<file path="src/rtl/core/pol_pkg.sv">
`timescale 1ns / 1ps
// Shared types, codes and widths for the positional ordered list.
package pol_pkg;

  localparam int DEPTH_DEF = 32;
  localparam int WIDTH_DEF = 32;

  localparam int OP_W     = 3;
  localparam int POS_W    = 6;
  localparam int VALUE_W  = 32;
  localparam int ELEM_W   = 32;
  localparam int STATUS_W = 2;
  localparam int COUNT_W  = 6;

  typedef enum logic [OP_W-1:0] {
    OP_INS_FRONT = 3'd0,
    OP_INS_BACK  = 3'd1,
    OP_INS_POS   = 3'd2,
    OP_DEL_FRONT = 3'd3,
    OP_DEL_BACK  = 3'd4,
    OP_DEL_POS   = 3'd5,
    OP_READOUT   = 3'd6
  } op_t;

  typedef enum logic [STATUS_W-1:0] {
    ST_OK      = 2'd0,
    ST_INVALID = 2'd1,
    ST_FULL    = 2'd2,
    ST_EMPTY   = 2'd3
  } status_t;

  typedef enum logic [1:0] {
    S_IDLE,
    S_EXEC,
    S_READ
  } state_t;

  // Commands from the controller to the datapath.
  typedef struct packed {
    logic take;      // latch the request payload
    logic exec;      // apply insert or delete, load the single result
    logic rd_clear;  // reset the readout index
    logic rd_step;   // load one readout result, advance the index
  } cmd_t;

  // Status from the datapath to the controller.
  typedef struct packed {
    logic out_free;  // output register can take a result this cycle
    logic run_read;  // request is a readout of a non-empty list
    logic rd_last;   // readout index sits on the last stored word
  } stat_t;

endpackage

</file>
<file path="src/rtl/core/pol_if.sv">
`timescale 1ns / 1ps
// Request and result channel interfaces for the positional ordered list.
interface pol_req_if;
  import pol_pkg::*;
  logic               valid;
  logic               ready;
  logic [OP_W-1:0]    operation;
  logic [POS_W-1:0]   position;
  logic [VALUE_W-1:0] value;

  modport source (output valid, output operation, output position, output value,
                  input ready);
  modport sink   (input valid, input operation, input position, input value,
                  output ready);
endinterface

interface pol_rsp_if;
  import pol_pkg::*;
  logic                valid;
  logic                ready;
  logic [ELEM_W-1:0]   element;
  logic                last_of_run;
  logic [STATUS_W-1:0] status;
  logic [COUNT_W-1:0]  count;

  modport source (output valid, output element, output last_of_run, output status,
                  output count, input ready);
  modport sink   (input valid, input element, input last_of_run, input status,
                  input count, output ready);
endinterface

</file>
<file path="src/rtl/core/positional_ordered_list.sv">
`timescale 1ns / 1ps
// Top level of the positional ordered list: controller plus datapath.
//
// Usage:
//   req carries one request per transfer: operation, 1-based position and
//   value. rsp carries results: element, last_of_run, status and count.
//   Insert and delete requests, and any other request except a readout of a
//   non-empty list, give exactly one result with last_of_run set.
//   A readout of n stored words gives n results in list order, first word
//   first; last_of_run marks the final one.
// Timing:
//   A request is taken in S_IDLE and executed in S_EXEC once the output
//   register is free; a single result is loaded into that register. A
//   readout clears the index in S_EXEC, then walks the list in S_READ, one
//   word per cycle while the output register is free. No new request is
//   taken outside S_IDLE; inserts and deletes shift the affected slots at once.
// Reset:
//   rst empties the list, drops any pending result and holds req.ready low.
//   Stored words are not cleared; slots above the count are never read.
// Backpressure:
//   A result waits in the output register while rsp.ready is low; the next
//   request is still accepted and executes as soon as that register frees.
module positional_ordered_list #(
  parameter int DEPTH = pol_pkg::DEPTH_DEF,
  parameter int WIDTH = pol_pkg::WIDTH_DEF
) (
  input  logic      clk,
  input  logic      rst,
  pol_req_if.sink   req,
  pol_rsp_if.source rsp
);
  import pol_pkg::*;

  cmd_t  cmd;
  stat_t stat;

  // Sequencing: take, execute, then walk the list for a readout.
  pol_ctrl u_ctrl (
    .clk       (clk),
    .rst       (rst),
    .req_valid (req.valid),
    .req_ready (req.ready),
    .stat      (stat),
    .cmd       (cmd)
  );

  // Slot store, length count, readout index and result register.
  pol_dp #(
    .DEPTH (DEPTH),
    .WIDTH (WIDTH)
  ) u_dp (
    .clk       (clk),
    .rst       (rst),
    .operation (req.operation),
    .position  (req.position),
    .value     (req.value),
    .cmd       (cmd),
    .stat      (stat),
    .rsp       (rsp)
  );

endmodule

</file>
<file path="src/rtl/core/pol_ctrl.sv">
`timescale 1ns / 1ps
// Controller state machine for the positional ordered list.
module pol_ctrl (
  input  logic           clk,
  input  logic           rst,
  input  logic           req_valid,
  output logic           req_ready,
  input  pol_pkg::stat_t stat,
  output pol_pkg::cmd_t  cmd
);
  import pol_pkg::*;

  state_t state;
  state_t state_next;

  always_ff @(posedge clk) begin
    if (rst) begin
      state <= S_IDLE;
    end else begin
      state <= state_next;
    end
  end

  always_comb begin
    state_next = state;
    unique case (state)
      S_IDLE: begin
        if (req_valid) state_next = S_EXEC;
      end
      S_EXEC: begin
        if (stat.run_read) state_next = S_READ;
        else if (stat.out_free) state_next = S_IDLE;
      end
      S_READ: begin
        if (stat.out_free && stat.rd_last) state_next = S_IDLE;
      end
      default: state_next = S_IDLE;
    endcase
  end

  always_comb begin
    req_ready    = 1'b0;
    cmd          = '0;
    unique case (state)
      S_IDLE: begin
        req_ready = !rst;
        cmd.take  = req_valid && !rst;
      end
      S_EXEC: begin
        cmd.rd_clear = stat.run_read;
        cmd.exec     = !stat.run_read && stat.out_free;
      end
      S_READ: begin
        cmd.rd_step = stat.out_free;
      end
      default: begin
        req_ready = 1'b0;
      end
    endcase
  end

endmodule

</file>
<file path="src/rtl/core/pol_dp.sv">
`timescale 1ns / 1ps
// Datapath for the positional ordered list: shifting word store and result register.
module pol_dp #(
  parameter int DEPTH = pol_pkg::DEPTH_DEF,
  parameter int WIDTH = pol_pkg::WIDTH_DEF
) (
  input  logic                        clk,
  input  logic                        rst,
  input  logic [pol_pkg::OP_W-1:0]    operation,
  input  logic [pol_pkg::POS_W-1:0]   position,
  input  logic [pol_pkg::VALUE_W-1:0] value,
  input  pol_pkg::cmd_t               cmd,
  output pol_pkg::stat_t              stat,
  pol_rsp_if.source                   rsp
);
  import pol_pkg::*;

  localparam int LW = $clog2(DEPTH + 1);
  localparam int IW = $clog2(DEPTH);
  localparam int CW = ((LW > POS_W) ? LW : POS_W) + 1;
  localparam logic [LW-1:0] DEPTH_L = LW'(DEPTH);

  // Request registers
  op_t              op_q;
  logic [POS_W-1:0] pos_q;
  logic [WIDTH-1:0] val_q;

  // List state
  logic [WIDTH-1:0] entries [DEPTH];
  logic [LW-1:0]    length;
  logic [LW-1:0]    length_next;
  logic [IW-1:0]    read_idx;

  // Result register
  logic                out_valid;
  logic [ELEM_W-1:0]   out_element;
  logic                out_last;
  status_t             out_status;
  logic [COUNT_W-1:0]  out_count;

  // Decode
  logic          full;
  logic          empty;
  logic [CW-1:0] pos_c;
  logic [CW-1:0] len_c;
  logic          do_ins;
  logic          do_del;
  logic [LW-1:0] idx;
  status_t       st;

  assign full  = (length >= DEPTH_L);
  assign empty = (length == '0);
  assign pos_c = CW'(pos_q);
  assign len_c = CW'(length);

  always_comb begin
    do_ins = 1'b0;
    do_del = 1'b0;
    idx    = '0;
    st     = ST_OK;
    unique case (op_q)
      OP_INS_FRONT, OP_INS_BACK, OP_INS_POS: begin
        if (full) begin
          st = ST_FULL;
        end else if (op_q == OP_INS_FRONT) begin
          do_ins = 1'b1;
        end else if (op_q == OP_INS_BACK) begin
          do_ins = 1'b1;
          idx    = length;
        end else if (pos_c == '0 || pos_c > len_c + CW'(1)) begin
          st = ST_INVALID;
        end else begin
          do_ins = 1'b1;
          idx    = LW'(pos_c - CW'(1));
        end
      end
      OP_DEL_FRONT, OP_DEL_BACK, OP_DEL_POS: begin
        if (empty) begin
          st = ST_EMPTY;
        end else if (op_q == OP_DEL_FRONT) begin
          do_del = 1'b1;
        end else if (op_q == OP_DEL_BACK) begin
          do_del = 1'b1;
          idx    = length - LW'(1);
        end else if (pos_c == '0 || pos_c > len_c) begin
          st = ST_INVALID;
        end else begin
          do_del = 1'b1;
          idx    = LW'(pos_c - CW'(1));
        end
      end
      OP_READOUT: begin
        if (empty) st = ST_EMPTY;
      end
      default: st = ST_INVALID;
    endcase
  end

  always_comb begin
    length_next = length;
    if (do_ins) length_next = length + LW'(1);
    else if (do_del) length_next = length - LW'(1);
  end

  assign stat.out_free = !out_valid || rsp.ready;
  assign stat.run_read = (op_q == OP_READOUT) && !empty;
  assign stat.rd_last  = (LW'(read_idx) + LW'(1) == length);

  always_ff @(posedge clk) begin
    if (cmd.take) begin
      op_q  <= op_t'(operation);
      pos_q <= position;
      val_q <= WIDTH'(value);
    end
  end

  always_ff @(posedge clk) begin
    if (rst) begin
      length <= '0;
    end else if (cmd.exec) begin
      length <= length_next;
    end
  end

  // Slots at or above the position move one place up on insert, down on delete.
  for (genvar i = 0; i < DEPTH; i++) begin : g_slot
    localparam logic [LW-1:0] SLOT = LW'(i);
    always_ff @(posedge clk) begin
      if (cmd.exec && do_ins) begin
        if (SLOT == idx) begin
          entries[i] <= val_q;
        end else if (SLOT > idx) begin
          entries[i] <= entries[(i > 0) ? i - 1 : 0];
        end
      end else if (cmd.exec && do_del) begin
        if (SLOT >= idx && i < DEPTH - 1) begin
          entries[i] <= entries[(i < DEPTH - 1) ? i + 1 : i];
        end
      end
    end
  end

  always_ff @(posedge clk) begin
    if (cmd.rd_clear) begin
      read_idx <= '0;
    end else if (cmd.rd_step) begin
      read_idx <= read_idx + IW'(1);
    end
  end

  always_ff @(posedge clk) begin
    if (rst) begin
      out_valid <= 1'b0;
    end else if (cmd.exec || cmd.rd_step) begin
      out_valid <= 1'b1;
    end else if (rsp.ready) begin
      out_valid <= 1'b0;
    end
  end

  always_ff @(posedge clk) begin
    if (cmd.exec) begin
      out_element <= '0;
      out_last    <= 1'b1;
      out_status  <= st;
      out_count   <= COUNT_W'(length_next);
    end else if (cmd.rd_step) begin
      out_element <= ELEM_W'(entries[read_idx]);
      out_last    <= stat.rd_last;
      out_status  <= ST_OK;
      out_count   <= COUNT_W'(length);
    end
  end

  assign rsp.valid       = out_valid;
  assign rsp.element     = out_element;
  assign rsp.last_of_run = out_last;
  assign rsp.status      = out_status;
  assign rsp.count       = out_count;

endmodule

</file>
<file path="src/flat_wrapper.sv">
// flat-port wrapper written by rule: the top's interface ports become plain ports
module positional_ordered_list_flat import pol_pkg::*;
#(
  parameter int DEPTH = pol_pkg::DEPTH_DEF,
  parameter int WIDTH = pol_pkg::WIDTH_DEF
)
  (clk, rst, req_valid, req_operation, req_position, req_value, req_ready, rsp_valid, rsp_element, rsp_last_of_run, rsp_status, rsp_count, rsp_ready);
  pol_req_if req_i ();
  pol_rsp_if rsp_i ();
  input  logic clk;
  input  logic rst;
  input wire logic [$bits(req_i.valid)-1:0] req_valid;
  input wire logic [$bits(req_i.operation)-1:0] req_operation;
  input wire logic [$bits(req_i.position)-1:0] req_position;
  input wire logic [$bits(req_i.value)-1:0] req_value;
  output wire logic [$bits(req_i.ready)-1:0] req_ready;
  output wire logic [$bits(rsp_i.valid)-1:0] rsp_valid;
  output wire logic [$bits(rsp_i.element)-1:0] rsp_element;
  output wire logic [$bits(rsp_i.last_of_run)-1:0] rsp_last_of_run;
  output wire logic [$bits(rsp_i.status)-1:0] rsp_status;
  output wire logic [$bits(rsp_i.count)-1:0] rsp_count;
  input wire logic [$bits(rsp_i.ready)-1:0] rsp_ready;
  assign req_i.valid = req_valid;
  assign req_i.operation = req_operation;
  assign req_i.position = req_position;
  assign req_i.value = req_value;
  assign req_ready = req_i.ready;
  assign rsp_valid = rsp_i.valid;
  assign rsp_element = rsp_i.element;
  assign rsp_last_of_run = rsp_i.last_of_run;
  assign rsp_status = rsp_i.status;
  assign rsp_count = rsp_i.count;
  assign rsp_i.ready = rsp_ready;
  positional_ordered_list #(.DEPTH(DEPTH), .WIDTH(WIDTH)) u_core (.clk(clk), .rst(rst), .req(req_i), .rsp(rsp_i));
endmodule
</file>
<file path="config.mk">
export PLATFORM = sky130hd
export DESIGN_NAME = positional_ordered_list_flat
export DESIGN_NICKNAME = d
export VERILOG_FILES = /design/src/rtl/core/pol_pkg.sv /design/src/rtl/core/pol_if.sv /design/src/rtl/core/positional_ordered_list.sv /design/src/rtl/core/pol_ctrl.sv /design/src/rtl/core/pol_dp.sv /design/src/flat_wrapper.sv
export SDC_FILE = /design/constraint.sdc
export NUM_CORES = 2
export LEC_CHECK = 0
export ABC_AREA = 1
export BUFFER_PORTS_ARGS = -buffer_cell sky130_fd_sc_hd__buf_2
export CAP_MARGIN = 40
export CELL_PAD_IN_SITES_DETAIL_PLACEMENT = 1
export CELL_PAD_IN_SITES_GLOBAL_PLACEMENT = 2
export CORE_MARGIN = 1.5
export CORE_UTILIZATION = 39
export DETAILED_ROUTE_END_ITERATION = 10
export GPL_TIMING_DRIVEN = 0
export PLACE_DENSITY = 0.9
export SETUP_SLACK_MARGIN = 0.3
export SYNTH_ARGS = -nofsm -noshare
export SYNTH_HDL_FRONTEND = slang
export SYNTH_SLANG_ARGS = --single-unit
</file>
<file path="constraint.sdc">
create_clock -name clk -period 5.1 [get_ports clk]
set_input_delay 0.51 -clock clk [delete_from_list [all_inputs] [get_ports clk]]
set_output_delay 0.51 -clock clk [all_outputs]
set_load 0.05 [all_outputs]
</file>
# Yosys cells after proc, flatten, opt, wreduce, memory -nomap -nowiden
# Memories as Yosys holds them, arrays and structs flattened. A register that Yosys moved wholly into a read port is not among the register bits.
# Cells that the tools add are included.
[classes]
n_mul = 0
n_eq_ne = 43
bitwise = 63
shift = 0
n_div = 0
reduce_logical = 24
mux = 457
order_cmp = 66
add_sub_neg = 6
[op_table]
columns = ["cell", "n"]
rows = [
  ["32-bit two-way mux", 63],
  ["1-bit two-way mux", 369],
  ["5-bit by 6-bit equality test with 1-bit output (first input constant)", 16],
  ["5-bit by 6-bit > comparator with 1-bit output (first input constant)", 16],
  ["5-bit by 6-bit greater-or-equal comparator with 1-bit output (first input constant)", 15],
  ["6-bit two-way mux", 12],
  ["1-bit bitwise OR", 63],
  ["4-bit by 6-bit equality test with 1-bit output (first input constant)", 8],
  ["4-bit by 6-bit greater-or-equal comparator with 1-bit output (first input constant)", 8],
  ["4-bit by 6-bit > comparator with 1-bit output (first input constant)", 8],
  ["3-bit by 6-bit equality test with 1-bit output (first input constant)", 4],
  ["3-bit by 6-bit greater-or-equal comparator with 1-bit output (first input constant)", 4],
  ["3-bit by 6-bit > comparator with 1-bit output (first input constant)", 4],
  ["2-bit two-way mux", 10],
  ["2-bit by 6-bit equality test with 1-bit output (first input constant)", 2],
  ["1-bit by 6-bit greater-or-equal comparator with 1-bit output (first input constant)", 2],
  ["2-bit by 6-bit greater-or-equal comparator with 1-bit output (first input constant)", 2],
  ["1-bit by 6-bit > comparator with 1-bit output (first input constant)", 2],
  ["2-bit by 6-bit > comparator with 1-bit output (first input constant)", 2],
  ["6-bit logical NOT", 2],
  ["2-bit case mux with 3 select lines", 2],
  ["6-bit case mux with 2 select lines", 1],
  ["6-bit by 1-bit subtractor with 6-bit output (second input constant)", 2],
  ["3-bit equality test (second input constant)", 3],
  ["other kinds (24)", 39],
]
[totals]
n_memories = 1
in_bits = 45
mem_bits_ro = 0
latch_bits = 0
ramBits = 1024
out_inout_bits = 43
ff_bits = 64
[mem_list]
columns = ["name", "depth", "width", "rd", "rd_ports_with_merged_regs", "write_ports", "line_no", "text"]
rows = [
  ["u_core.u_dp.entries", 32, 32, 33, 1, 32, "pol_dp.sv:29", "logic [WIDTH-1:0] entries [DEPTH];"],
]

# Longest topological paths before layout
[logic_depth]
word_depth = 15
ltp_mapped = 27
ltp_nobuf = 26

# By module
# From an unflattened synthesis, not the netlist that was laid out.
[unflattened]
hier_cells = 8709
hier_area_um2 = 68717.2
[by_module_without_submodules]
columns = ["mod", "cells_per_inst", "instances", "area_per_inst_um2", "seq_area_each_um2"]
rows = [
  ["pol_dp", 8687, 1, 68585.8, 33121.8],
  ["pol_ctrl", 22, 1, 131.4, 40.0],
]

# Least setup slack after synthesis
# OpenSTA, ideal clock, no wires.
[synth_timing]
kind = "register to register"
start = "register u_core.u_dp.length[0]"
end = "memory u_core.u_dp.entries[0][0] (netlist name), enable pin"
arrival_time_ns = 4.314
period_less_slack_ns = 4.745
setup_slack_ns = 0.355
path_stages_with_launch = 21
cell_sequence = "dfxtp_1 inv_1 nor4_1 xor2_1 ha_1 nand2_1 nor2_1 nand3_1 nand2_1 nand2_2 nand3_1 nand2_1 nand2_2 nand2_4 inv_2 nand2_4 nor2_2 buf_4 inv_2 clkbuf_1 a21oi_1"
[synth_lines]
columns = ["element", "line_no", "text"]
rows = [
  ["start: declaration", "pol_dp.sv:30", "logic [LW-1:0] length;"],
  ["start signal: assignment", "pol_dp.sv:121", "length <= length_next;"],
  ["end: declaration", "pol_dp.sv:29", ""],
]

==> results.toml <==
[outcome]
run_status = "finished clean"

[cts]
cts_tree = "done"
clockBufferDepth = 3
clock_latency_ps = 850
cts_sinks = 1120
clk_pin_slew_worst_paths_ps = 60
cts_made_buffers = 144
cts_max_level = 4
clock-root-buffer = "clkbuf_16"

[synthesis]
synth_top_cell_by_area = "edfxtp_1"
ys_async_sr_fraction_pct = 0
synthDistinctLibCells = 46
syn_inst = 8507
synthesis.nets = 8570
synth-edff-count = 1073
synth.cell_area_sq_um = 67500
seq_area_frac_synth_pct = 49.13
ys_warn_count = 0
synthFlopType = "edfxtp_1"
ys_ff_latch = 1120
avgSynthCellArea_sq_um = 7.934
synth.most_common_cell = "nand2_1"
yosys-top-cells-count = "2,535 x nand2_1, 1,073 x edfxtp_1, 985 x nand3_1, 720 x o21ai_0, 597 x a21oi_1"
synth.area.top_cells = "edfxtp_1 48%, nand2_1 14%, nand3_1 7.3%"
synth_top_area_share_pct = 47.74

[detailed_routing]
drt-total-wl_um = 453500
drt_drc_violations_left = 0
first_pass_iters = 6
dr_total_vias = 75200
wire_per_inst_um = 39.37
via_per_inst = 6.527
antenna_left = 0
drt_iter0_drc = 12150

[power_and_ir_drop]
p_per_area_nw_per_um2 = 337.7
ir_drop_v = 0.0004127
p_clk_share_pct = 39.3
p_switching_uw = 9470
power.internal_uw = 17870
swShare_pct = 34.64
p_comb_share_pct = 22.2
seq_power_share_pct = 38.5
leakagePower_uw = 0.03255

[finish]
fin_util_pct = 47.14
stdcell_count = 11520
num-fill-cells = 20670
multi_input_comb_area_sq_um = 29450
seq_area_sq_um = 33170
finalNetCount = 9115
drive_above_1_share_pct = 12.37
syn_to_final_growth_pct = 19.95

[floorplan]
core_sq_um = 171700
die_w_um = 419.0
num_rows = 152
io_pins = 88
dieArea_sq_um = 175600
die_y_um = 419.0
start_util_pct = 39.30

[global_routing]
grt_usage_pct = 50.48
overflow = 0
antenna_found_initial = 69
grt_pass1_vias = 72100
grt_pass1_wl_um = 597800
grt_max_degree = 33

[setup_path]
required_ps = 5850
end_kind = "register"
r2r_setup_slack_ps = 80
cp_max_fo = 10
crit_arrival_ps = 5770
reg2reg_depth = 10
worstSetupStartpoint = "u_core.u_dp.read_idx[0]"
startpoint_type = "register"
critPathKind = "register to register"
endpoint = "u_core.u_dp.rsp.element[5]"
reg2reg_from = "u_core.u_dp.read_idx[0]"
timing.rr.end = "u_core.u_dp.rsp.element[5]"

[sta]
rsz0062_at_grt = "true"
slew_headroom_pct = 24.65
period_share_pct = 98.38
worstMarginPinSlew_ps = 1130
hold_violations = 0
fin_crit_ps = 5017
drv_slew = 0
setup_viol = 0
fmax_ghz = 0.1993
skew_ps = 37.15

[placed_design]
dpl.hpwl_um = 364800
place_inst = 11150
port_buffers = 86
routabilityCongestion = 1.080

[min_path]
hold_path.class = "primary input to register"

[run]
drv_cap = 0
cell usage in the layout, fill, tap and decap left out, types with 35 or more instances in the layout:
cell type	count
nand2_1	2484
edfxtp_1	1073
nand3_1	977
o21ai_0	720
a21oi_1	593
inv_1	511
clkbuf_1	352
buf_2	302
nor2_1	298
o221ai_1	213
o21ai_1	151
clkbuf_16	150
nand3b_1	145
clkbuf_2	141
o211ai_1	108
buf_6	102
buf_8	88
o22ai_1	83
a31oi_1	62
buf_12	59
diode_2	48
buf_4	46
dfxtp_1	45
dlygate4sd3_1	42
nand4_1	41
inv_2	39
nand2_2	39
clkinv_1	35
critical path, cell delays in order (launching register included):
cell	delay (ps)
dfxtp_1	420
clkbuf_1	380
clkbuf_1	710
clkbuf_1	760
clkbuf_2	830
a21oi_1	130
a21oi_1	300
o21ai_0	280
nand3_1	290
nand3_1	610
nand2_1	200
cells by family after synthesis:
kind of cell | count (synthesis) | synth area share [%]
AOI/OAI and AO/OA | 1947 | 16.37
DFF | 1120 | 49.13
adders and majority gates | 18 | 0.3337
buffers and inverters | 1320 | 8.006
and+or+nand+nor | 4085 | 25.94
xor gates and xnor gates | 17 | 0.2206
stage by stage:
stage	total power, uW	area, sq um	setup TNS (ps)	hold WS, ps	setup WS [ps]
global placement	15510	70820	-1808990	458.8	-3271
detailed placement	16110	74810	-558370	463.5	-1001
CTS	26650	80210	0	25.86	306.9
global route	27350	80880	0	77.70	210.4
floorplan	12710	67500	0	520.0	354.6
finish	27340	80960	0	67.48	82.77
power groups by stage:
stage | logic [uW] | clock network, uW | registers (uW)
2_1_floorplan | 2070 | 0 | 10600
3_3_place_gp | 4800 | 0 | 10700
3_5_place_dp | 5410 | 0 | 10700
4_1_cts | 5470 | 10700 | 10500
5_1_grt | 5890 | 10900 | 10500
6_report | 6060 | 10800 | 10500
metal layers:
layer,vias to the layer above,track usage [%],wire length [um]
met5,-,0,470
met4,43,44.34,46870
met3,1601,17.43,61070
met2,5890,71.64,185600
met1,36990,60.49,159600
li1,30670,-,-
worst min path at each step:
stage                                     start  depth (start not counted)                     endpoint  slack, ps
detailed placement  u_core.u_dp.rsp.element[31]                          2  u_core.u_dp.rsp.element[31]        460
global route                          rsp_ready                          4       u_core.u_ctrl.state[0]         80
global placement    u_core.u_dp.rsp.element[12]                          2  u_core.u_dp.rsp.element[12]        460
floorplan           u_core.u_dp.entries[23][16]                          2  u_core.u_dp.entries[22][16]        520
finish                                rsp_ready                          4       u_core.u_ctrl.state[0]         70
CTS                                   rsp_ready                          4       u_core.u_ctrl.state[0]         30
flip-flops by register name, summed over array words and instances (netlist names):
name                         cells
u_core.u_dp.read_idx             5
u_core.u_dp.rsp.count            6
u_core.u_dp.length               6
u_core.u_dp.val_q               32
u_core.u_dp.rsp.valid            1
u_core.u_dp.rsp.last_of_run      1
u_core.u_dp.rsp.element         32
u_core.u_ctrl.state              2
u_core.u_dp.op_q                 3
u_core.u_dp.entries           1024
u_core.u_dp.pos_q                6
u_core.u_dp.rsp.status           2
repair_timing:
item	in CTS	in global routing
resized for setup	53	136
cloned	0	2
pin swaps	7	7
endpoints found under the hold margin	42	0
setup buffers	12	8
setup endpoints to repair	1923	1362
hold buffers	42	0
area by class of cell:
type / count / area share, %
multi-input combinational: 6067 / 36.37
clock inverter: 76 / 1.015
sequential: 1120 / 40.97
inverter: 563 / 2.638
buffer: 757 / 4.347
tap: 2310 / 3.570
antenna: 48 / 0.1484
clock buffer: 180 / 4.772
timing repair buffer: 399 / 6.172
Note: power is estimated with default switching activity, not from simulation.
